File: src/rtl/trx_image_header_crc_check_core_assert.svh
// assertion macros for the trx header check core
`ifndef TRX_IMAGE_HEADER_CRC_CHECK_CORE_ASSERT_SVH
`define TRX_IMAGE_HEADER_CRC_CHECK_CORE_ASSERT_SVH

`ifndef SYNTH
`define TRX_ASSERT_IMPL(label, clk, rst, ante, cons) \
  label: assert property (@(posedge clk) disable iff (rst) (ante) |-> (cons)) \
    else $error("trx header check: implication failed");
`define TRX_ASSERT_NEXT(label, clk, rst, ante, cons) \
  label: assert property (@(posedge clk) disable iff (rst) (ante) |=> (cons)) \
    else $error("trx header check: next-cycle check failed");
`else
`define TRX_ASSERT_IMPL(label, clk, rst, ante, cons)
`define TRX_ASSERT_NEXT(label, clk, rst, ante, cons)
`endif

`endif

File: src/rtl/trx_hdr_pkg.sv
package trx_hdr_pkg;

  localparam int unsigned HEADER_BYTES = 28;
  localparam int unsigned CRC_START    = 12;
  localparam logic [31:0] HDR_MAGIC    = 32'h3052_4448;
  localparam logic [31:0] CRC_SEED     = 32'hffff_ffff;
  localparam logic [31:0] CRC_POLY     = 32'hedb8_8320;

  localparam int unsigned OP_QUEUE_DEPTH  = 2;
  localparam int unsigned RES_QUEUE_DEPTH = 2;

  // result status codes
  localparam logic [2:0] ST_OK       = 3'd0;
  localparam logic [2:0] ST_MAGIC    = 3'd1;
  localparam logic [2:0] ST_LENGTH   = 3'd2;
  localparam logic [2:0] ST_MISMATCH = 3'd3;
  localparam logic [2:0] ST_TRUNC    = 3'd4;

  // verdict kind decided by the front part
  localparam logic [2:0] VK_NONE   = 3'd0;
  localparam logic [2:0] VK_MAGIC  = 3'd1;
  localparam logic [2:0] VK_LENGTH = 3'd2;
  localparam logic [2:0] VK_CHECK  = 3'd3;
  localparam logic [2:0] VK_TRUNC  = 3'd4;

  typedef struct packed {
    logic [7:0]  data;
    logic        restart;
    logic        crc_en;
    logic [2:0]  kind;
    logic [31:0] stored_crc;
    logic [31:0] length;
  } op_t;

  typedef struct packed {
    logic [2:0]  status;
    logic [31:0] crc;
    logic [31:0] length;
  } res_t;

  function automatic logic [31:0] crc_byte(input logic [31:0] crc_in, input logic [7:0] b);
    logic [31:0] c;
    c = crc_in ^ {24'd0, b};
    for (int k = 0; k < 8; k++) begin
      c = c[0] ? ((c >> 1) ^ CRC_POLY) : (c >> 1);
    end
    return c;
  endfunction

endpackage

File: src/rtl/trx_image_header_crc_check_core.sv
// channel  | direction | handshake      | fields
// image    | in        | push / full    | data_byte, first_byte, end_of_data
// verdict  | out       | pop / empty    | status, computed_crc, image_length
//
// one byte is taken per cycle while not full; the front part updates the header
// fields and index in that cycle, the back part runs one table-free byte crc
// step a cycle unless a verdict meets a full result queue. verdicts pass the
// op and result queues. full rises only when the op queue between front and
// back is full, which happens when the result queue backs up and verdicts stop
// draining. reset clears all control state and loads the crc with the seed.
`include "trx_image_header_crc_check_core_assert.svh"

module trx_image_header_crc_check_core #(
  parameter int unsigned OP_DEPTH  = trx_hdr_pkg::OP_QUEUE_DEPTH,
  parameter int unsigned RES_DEPTH = trx_hdr_pkg::RES_QUEUE_DEPTH
) (
  input  logic        clk,
  input  logic        rst,
  input  logic        push,
  output logic        full,
  input  logic [7:0]  data_byte,
  input  logic        first_byte,
  input  logic        end_of_data,
  output logic        empty,
  input  logic        pop,
  output logic [2:0]  status,
  output logic [31:0] computed_crc,
  output logic [31:0] image_length
);
  import trx_hdr_pkg::*;

  logic accept;
  logic op_push;
  logic op_pop;
  logic op_empty;
  op_t  op_in;
  op_t  op_out;
  logic res_push;
  logic res_full;
  res_t res_in;
  res_t res_out;

  assign accept = push && !full;

  trx_hdr_front u_front (
    .clk         (clk),
    .rst         (rst),
    .accept      (accept),
    .data_byte   (data_byte),
    .first_byte  (first_byte),
    .end_of_data (end_of_data),
    .op_push     (op_push),
    .op          (op_in)
  );

  trx_hdr_fifo #(
    .WIDTH ($bits(op_t)),
    .DEPTH (OP_DEPTH)
  ) u_op_queue (
    .clk     (clk),
    .rst     (rst),
    .wr_en   (op_push),
    .wr_data (op_in),
    .rd_en   (op_pop),
    .rd_data (op_out),
    .full    (full),
    .empty   (op_empty)
  );

  trx_hdr_back u_back (
    .clk      (clk),
    .rst      (rst),
    .op_empty (op_empty),
    .op       (op_out),
    .op_pop   (op_pop),
    .res_full (res_full),
    .res_push (res_push),
    .res      (res_in)
  );

  trx_hdr_fifo #(
    .WIDTH ($bits(res_t)),
    .DEPTH (RES_DEPTH)
  ) u_res_queue (
    .clk     (clk),
    .rst     (rst),
    .wr_en   (res_push),
    .wr_data (res_in),
    .rd_en   (pop && !empty),
    .rd_data (res_out),
    .full    (res_full),
    .empty   (empty)
  );

  assign status       = res_out.status;
  assign computed_crc = res_out.crc;
  assign image_length = res_out.length;

  `TRX_ASSERT_IMPL(a_res_no_overflow, clk, rst, res_push, !res_full)
  `TRX_ASSERT_IMPL(a_op_pop_nonempty, clk, rst, op_pop, !op_empty)
  `TRX_ASSERT_IMPL(a_status_legal, clk, rst, !empty, status <= ST_TRUNC)
  `TRX_ASSERT_NEXT(a_res_lands, clk, rst, res_push, !empty)
endmodule

File: src/rtl/trx_hdr_fifo.sv
module trx_hdr_fifo #(
  parameter int unsigned WIDTH = 8,
  parameter int unsigned DEPTH = 2
) (
  input  logic             clk,
  input  logic             rst,
  input  logic             wr_en,
  input  logic [WIDTH-1:0] wr_data,
  input  logic             rd_en,
  output logic [WIDTH-1:0] rd_data,
  output logic             full,
  output logic             empty
);
  localparam int unsigned PTR_W = (DEPTH > 1) ? $clog2(DEPTH) : 1;
  localparam int unsigned CNT_W = $clog2(DEPTH + 1);

  logic [WIDTH-1:0] mem [DEPTH];
  logic [PTR_W-1:0] wr_ptr;
  logic [PTR_W-1:0] rd_ptr;
  logic [CNT_W-1:0] count;

  assign full    = (count == CNT_W'(DEPTH));
  assign empty   = (count == '0);
  assign rd_data = mem[rd_ptr];

  function automatic logic [PTR_W-1:0] ptr_inc(input logic [PTR_W-1:0] p);
    return (p == PTR_W'(DEPTH - 1)) ? '0 : p + 1'b1;
  endfunction

  always_ff @(posedge clk) begin
    if (wr_en) begin
      mem[wr_ptr] <= wr_data;
    end
  end

  always_ff @(posedge clk) begin
    if (rst) begin
      wr_ptr <= '0;
      rd_ptr <= '0;
      count  <= '0;
    end else begin
      if (wr_en) begin
        wr_ptr <= ptr_inc(wr_ptr);
      end
      if (rd_en) begin
        rd_ptr <= ptr_inc(rd_ptr);
      end
      if (wr_en && !rd_en) begin
        count <= count + 1'b1;
      end else if (rd_en && !wr_en) begin
        count <= count - 1'b1;
      end
    end
  end
endmodule

File: src/rtl/trx_hdr_front.sv
module trx_hdr_front (
  input  logic             clk,
  input  logic             rst,
  input  logic             accept,
  input  logic [7:0]       data_byte,
  input  logic             first_byte,
  input  logic             end_of_data,
  output logic             op_push,
  output trx_hdr_pkg::op_t op
);
  import trx_hdr_pkg::*;

  localparam logic [1:0] PH_IDLE = 2'd0;
  localparam logic [1:0] PH_RUN  = 2'd1;
  localparam logic [1:0] PH_DONE = 2'd2;

  logic [1:0]  phase;
  logic [31:0] byte_index;
  logic [31:0] word_shift;
  logic [31:0] declared_length;
  logic [31:0] stored_crc;

  logic [1:0]  phase_next;
  logic [31:0] byte_index_next;
  logic [31:0] word_shift_next;
  logic [31:0] declared_length_next;
  logic [31:0] stored_crc_next;

  logic        running;
  logic [31:0] idx;
  logic [2:0]  kind;

  always_comb begin
    running              = first_byte || (phase == PH_RUN);
    idx                  = first_byte ? '0 : byte_index;
    word_shift_next      = {data_byte, (first_byte ? 24'd0 : word_shift[31:8])};
    declared_length_next = first_byte ? '0 : declared_length;
    stored_crc_next      = first_byte ? '0 : stored_crc;
    kind                 = VK_NONE;

    if (idx == 32'd3) begin
      if (word_shift_next != HDR_MAGIC) begin
        kind = VK_MAGIC;
      end
    end else if (idx == 32'd7) begin
      declared_length_next = word_shift_next;
      if (word_shift_next < 32'(HEADER_BYTES)) begin
        kind = VK_LENGTH;
      end
    end else if (idx == 32'd11) begin
      stored_crc_next = word_shift_next;
    end

    // the index is compared one wider so the last index cannot wrap onto a length
    if (kind == VK_NONE && idx >= 32'(HEADER_BYTES - 1) &&
        ({1'b0, idx} + 33'd1) == {1'b0, declared_length_next}) begin
      kind = VK_CHECK;
    end
    if (kind == VK_NONE && end_of_data) begin
      kind = VK_TRUNC;
    end

    byte_index_next = idx + 32'd1;
    phase_next      = (kind != VK_NONE) ? PH_DONE : PH_RUN;

    op_push       = accept && running;
    op.data       = data_byte;
    op.restart    = first_byte;
    op.crc_en     = (idx >= 32'(CRC_START));
    op.kind       = kind;
    op.stored_crc = stored_crc_next;
    op.length     = declared_length_next;
  end

  always_ff @(posedge clk) begin
    if (rst) begin
      phase           <= PH_IDLE;
      byte_index      <= '0;
      word_shift      <= '0;
      declared_length <= '0;
      stored_crc      <= '0;
    end else if (op_push) begin
      phase           <= phase_next;
      byte_index      <= byte_index_next;
      word_shift      <= word_shift_next;
      declared_length <= declared_length_next;
      stored_crc      <= stored_crc_next;
    end
  end
endmodule

File: src/rtl/trx_hdr_back.sv
module trx_hdr_back (
  input  logic              clk,
  input  logic              rst,
  input  logic              op_empty,
  input  trx_hdr_pkg::op_t  op,
  output logic              op_pop,
  input  logic              res_full,
  output logic              res_push,
  output trx_hdr_pkg::res_t res
);
  import trx_hdr_pkg::*;

  logic [31:0] running_crc;
  logic [31:0] crc_base;
  logic [31:0] crc_next;
  logic        has_verdict;

  always_comb begin
    crc_base    = op.restart ? CRC_SEED : running_crc;
    crc_next    = op.crc_en ? crc_byte(crc_base, op.data) : crc_base;
    has_verdict = (op.kind != VK_NONE);
    // a transaction without a verdict never waits on the result side
    op_pop      = !op_empty && (!has_verdict || !res_full);
    res_push    = op_pop && has_verdict;

    res.crc    = crc_next;
    res.length = op.length;
    unique case (op.kind)
      VK_MAGIC:  res.status = ST_MAGIC;
      VK_LENGTH: res.status = ST_LENGTH;
      VK_CHECK:  res.status = (crc_next == op.stored_crc) ? ST_OK : ST_MISMATCH;
      default:   res.status = ST_TRUNC;
    endcase
  end

  always_ff @(posedge clk) begin
    if (rst) begin
      running_crc <= CRC_SEED;
    end else if (op_pop) begin
      running_crc <= crc_next;
    end
  end
endmodule
File: config.mk
export PLATFORM = sky130hd
export DESIGN_NAME = trx_image_header_crc_check_core
export DESIGN_NICKNAME = d
export VERILOG_FILES = /design/src/rtl/trx_hdr_pkg.sv /design/src/rtl/trx_image_header_crc_check_core.sv /design/src/rtl/trx_hdr_fifo.sv /design/src/rtl/trx_hdr_front.sv /design/src/rtl/trx_hdr_back.sv
export VERILOG_INCLUDE_DIRS = /design/src /design/src/rtl
export SDC_FILE = /design/constraint.sdc
export NUM_CORES = 1
export LEC_CHECK = 0
export ABC_AREA = 1
export CORE_MARGIN = 4
export CORE_UTILIZATION = 25
export DETAILED_ROUTE_END_ITERATION = 10
export DONT_BUFFER_PORTS = 1
export RECOVER_POWER = 25
export SYNTH_ARGS = -nofsm -noshare
export SYNTH_HDL_FRONTEND = slang
export SYNTH_SLANG_ARGS = --single-unit
File: constraint.sdc
create_clock -name clk -period 8 [get_ports clk]
set_input_delay 1.2 -clock clk [delete_from_list [all_inputs] [get_ports clk]]
set_output_delay 1.2 -clock clk [all_outputs]
set_load 0.05 [all_outputs]
==> impl_metrics.env <==
export IMPL_p_leak_nw=10.88
export IMPL_yosys_warnings=0
export IMPL_cp_depth=14
export IMPL_holdBufCountCts=0
export IMPL_busiest_layer="met2"
export IMPL_holdPathStages=2
export IMPL_clock_latency_ns=0.60
export IMPL_slew_violations=321
export IMPL_yosys_top_cells_area="edfxtp_1 (38%), dfxtp_1 (14%), nand2_1 (14%)"
export IMPL_synth_seq_cells=452
export IMPL_power_per_cell_area_nw_per_um2=386.7
export IMPL_ios=83
export IMPL_port_buffers=0
export IMPL_overflow=0
export IMPL_slowest_stage="clkbuf_1"
export IMPL_clockPowerShare_pct=22.9
export IMPL_yosys_area_top_type="edfxtp_1"
export IMPL_drc=0
export IMPL_hold_violations=0
export IMPL_antenna_found_initial=2
export IMPL_worstSetupEndpointType="flip-flop"
export IMPL_crit_type="in -> reg"
export IMPL_finalSetupTns_ns=0
export IMPL_rows=111
export IMPL_max_freq_mhz=159.0
export IMPL_yosysTopAreaCellShare_pct=37.51
export IMPL_synthCells=2861
export IMPL_required_ns=8.33
export IMPL_fillCellCount=9613
export IMPL_net_switching_power_mw=4.463
export IMPL_ir_drop_uv=177.6
export IMPL_max_slew_margin_pct=-135.1
export IMPL_cts_max_level=2
export IMPL_min_period_ns=6.287
export IMPL_cts_resized_gates=0
export IMPL_cts_root_buf="clkbuf_16"
export IMPL_cap_violations=6
export IMPL_core_um2=91520
export IMPL_crit_chain="inv_4, clkbuf_1, nand2_1, nand3b_1, nand3_1, nand2_1, nor2_1, nand2_1, nor2_1, nand2_1, nor2_1, nand2_1, nand2_1, nor3b_2"
export IMPL_seq_power_share_pct=34.3
export IMPL_yosysSeqAreaShare_pct=51.75
export IMPL_cp_num_buf_inv=2
export IMPL_grt_usage_pct=14.45
export IMPL_cpPeakStageDelay_ns=2.23
export IMPL_swShare_pct=44.83
export IMPL_drtPass1Iterations=7
export IMPL_clock_sinks=452
export IMPL_drt_iter0_drc=1965
export IMPL_grt_first_pass_wirelength_um=109000
export IMPL_hold_path_class="reg -> reg"
export IMPL_gp_congestion=0.9322
export IMPL_cts_setup_buffers=0
export IMPL_path_common_cell="nand2_1"
export IMPL_outcome="complete, but fails checks"
export IMPL_cts_tree="done"
export IMPL_violations="capacitance limit, slew limit"
export IMPL_clkSlewWorstSetupHoldPaths_ns=0.06
export IMPL_wl_um=72350
export IMPL_internal_power_mw=5.491
export IMPL_use_met3_pct=2.208
export IMPL_skew_ns=0.03026
export IMPL_dp_hpwl_um=51160
export IMPL_avgSynthCellArea_um2=8.059
export IMPL_fin_nets=2828
export IMPL_area_growth_pct=11.64
export IMPL_cts_buffers=49
export IMPL_die_x_um=311.7
export IMPL_place_ws_ns=2.778
export IMPL_viasPerCell=4.661
export IMPL_rsz0062_at_grt="no"
export IMPL_grt_use_met2_pct=24.04
export IMPL_initial_core_util_pct=25.19
export IMPL_route_vias_total=18830
export IMPL_avgRoutedWirePerCell_um=17.91
export IMPL_die_area_um2=97150
export IMPL_r2r_cells=11
export IMPL_crit_arrival_ns=6.61
export IMPL_drive_above_1_share_pct=6.805
export IMPL_crit_fanout=58
export IMPL_cts_path_max_buffers=3
export IMPL_antenna_left=0
export IMPL_startpoint_type="input port"
export IMPL_grt_max_degree=97
export IMPL_cp_top_family="buffers and inverters"
export IMPL_setup_slack_ns=1.713
export IMPL_finalCritPeriodShare_pct=78.59
export IMPL_syn_nets=2878
export IMPL_pwr_share_comb_pct=42.8
export IMPL_die_h_um=311.7
export IMPL_grt_pass1_vias=17260
export IMPL_max_slew_worst_pin_slew_ns=3.526
export IMPL_syn_area_um2=23060
export IMPL_setup_viol=0
export IMPL_ys_types=43
export IMPL_use_met1_pct=19.45
worst min-delay path: stages, from the launching register on:
cell,delay (ns)
dfxtp_1,0.30
inv_1,0.06
a21oi_1,0.05
worst paths after layout:
kind	start	endpoint	slack [ns]
setup / recovery	first_byte	u_op_queue.mem[0][66]$_DFFE_PP_	1.71
hold / removal	u_front.word_shift[21]$_SDFFE_PP0P_	u_front.word_shift[21]$_SDFFE_PP0P_	0.45
setup reg to reg	flip-flop	flip-flop	2.30
hold reg to reg	u_front.word_shift[21]$_SDFFE_PP0P_	u_front.word_shift[21]$_SDFFE_PP0P_	0.45
synthesized netlist by cell type, drive strengths merged:
master / number
o31ai: 3
ha: 3
buf: 57
clkinv: 4
mux2: 67
o211ai: 14
mux2i: 10
nor3b: 3
nand3: 262
nor2: 279
o2111a: 1
nor4: 3
edfxtp: 288
o21ai: 215
nand4: 29
clkbuf: 64
or2: 27
a211oi: 2
nand2: 900
nand3b: 14
xor2: 17
a21oi: 104
nor3: 15
xnor2: 8
dfxtp: 164
inv: 308
flip-flops by register name, summed over array words and instances (netlist names), named ones only:
register / flops
u_res_queue.rd_ptr: 1
u_front.word_shift: 24
u_res_queue.wr_ptr: 1
u_op_queue.mem: 154
u_op_queue.rd_ptr: 1
u_op_queue.wr_ptr: 1
u_back.running_crc: 32
u_res_queue.count: 2
u_front.phase: 2
u_op_queue.count: 2
u_front.declared_length: 32
u_res_queue.mem: 134
u_front.stored_crc: 32
u_front.byte_index: 32
through the flow:
step                hold WS [ns]  std cells  area [µm²]  power (mW)  util, %
floorplan                 0.4257       2861       23060       6.648        -
global placement          0.4395       3946       24170       7.693    26.41
detailed placement        0.4432       3946       24170       7.751    26.41
CTS                       0.4561       4037       25780       10.06    28.16
global route              0.4800       4037       25730       10.57    28.12
finish                    0.4544       4040       25740       9.954    28.12
layout by cell type (no fill, tap or decap), drive strengths merged, types with 27 or more instances in the layout:
master / n
nor2: 279
nand4: 29
edfxtp: 288
nand3: 262
mux2: 67
a21oi: 104
o21ai: 215
or2: 27
nand2: 900
inv: 312
dfxtp: 164
clkbuf: 68
area by class of cell:
cell class                 instances  area (µm²)  share of cell area, %
clock inverter                    28       285.3                  1.108
tap                             1186        1484                  5.765
sequential                       452       11930                  46.35
inverter                         312        1176                  4.569
clock buffer                      63        1319                  5.123
multi-input combinational       1976        9407                  36.54
antenna                            3       7.507                0.02916
timing repair buffer              20       131.4                 0.5104
per-layer routing:
metal	share of wire, %	wire length, µm
met1	45	32360
met2	47	33860
met3	5.9	4248
met4	2.6	1883
met5	0	0
logic make-up (layout without fill, tap and decap cells):
family	count (synthesis)	count (layout)	share of synthesized area [%]
other	0	3	0
adder cells (fa/ha/maj)	3	3	0.1628
XOR/XNOR	25	25	0.9496
buffers and inverters	433	423	7.597
AND/OR/NAND/NOR	1532	1532	28.13
AO/OA/AOI/OAI	339	339	7.706
flip-flops	452	452	51.75
multiplexers	77	77	3.706
power by group through the flow:
stage                     Clock (mW)  Sequential (mW)  Combinational (mW)
final                           2.28             3.41                4.26
after global routing            2.42             3.47                4.68
after CTS                       2.34             3.42                4.30
after detailed placement           0             3.47                4.28
after global placement             0             3.45                4.24
after floorplan                    0             3.38                3.26
Power figures use the tool's default switching activity.
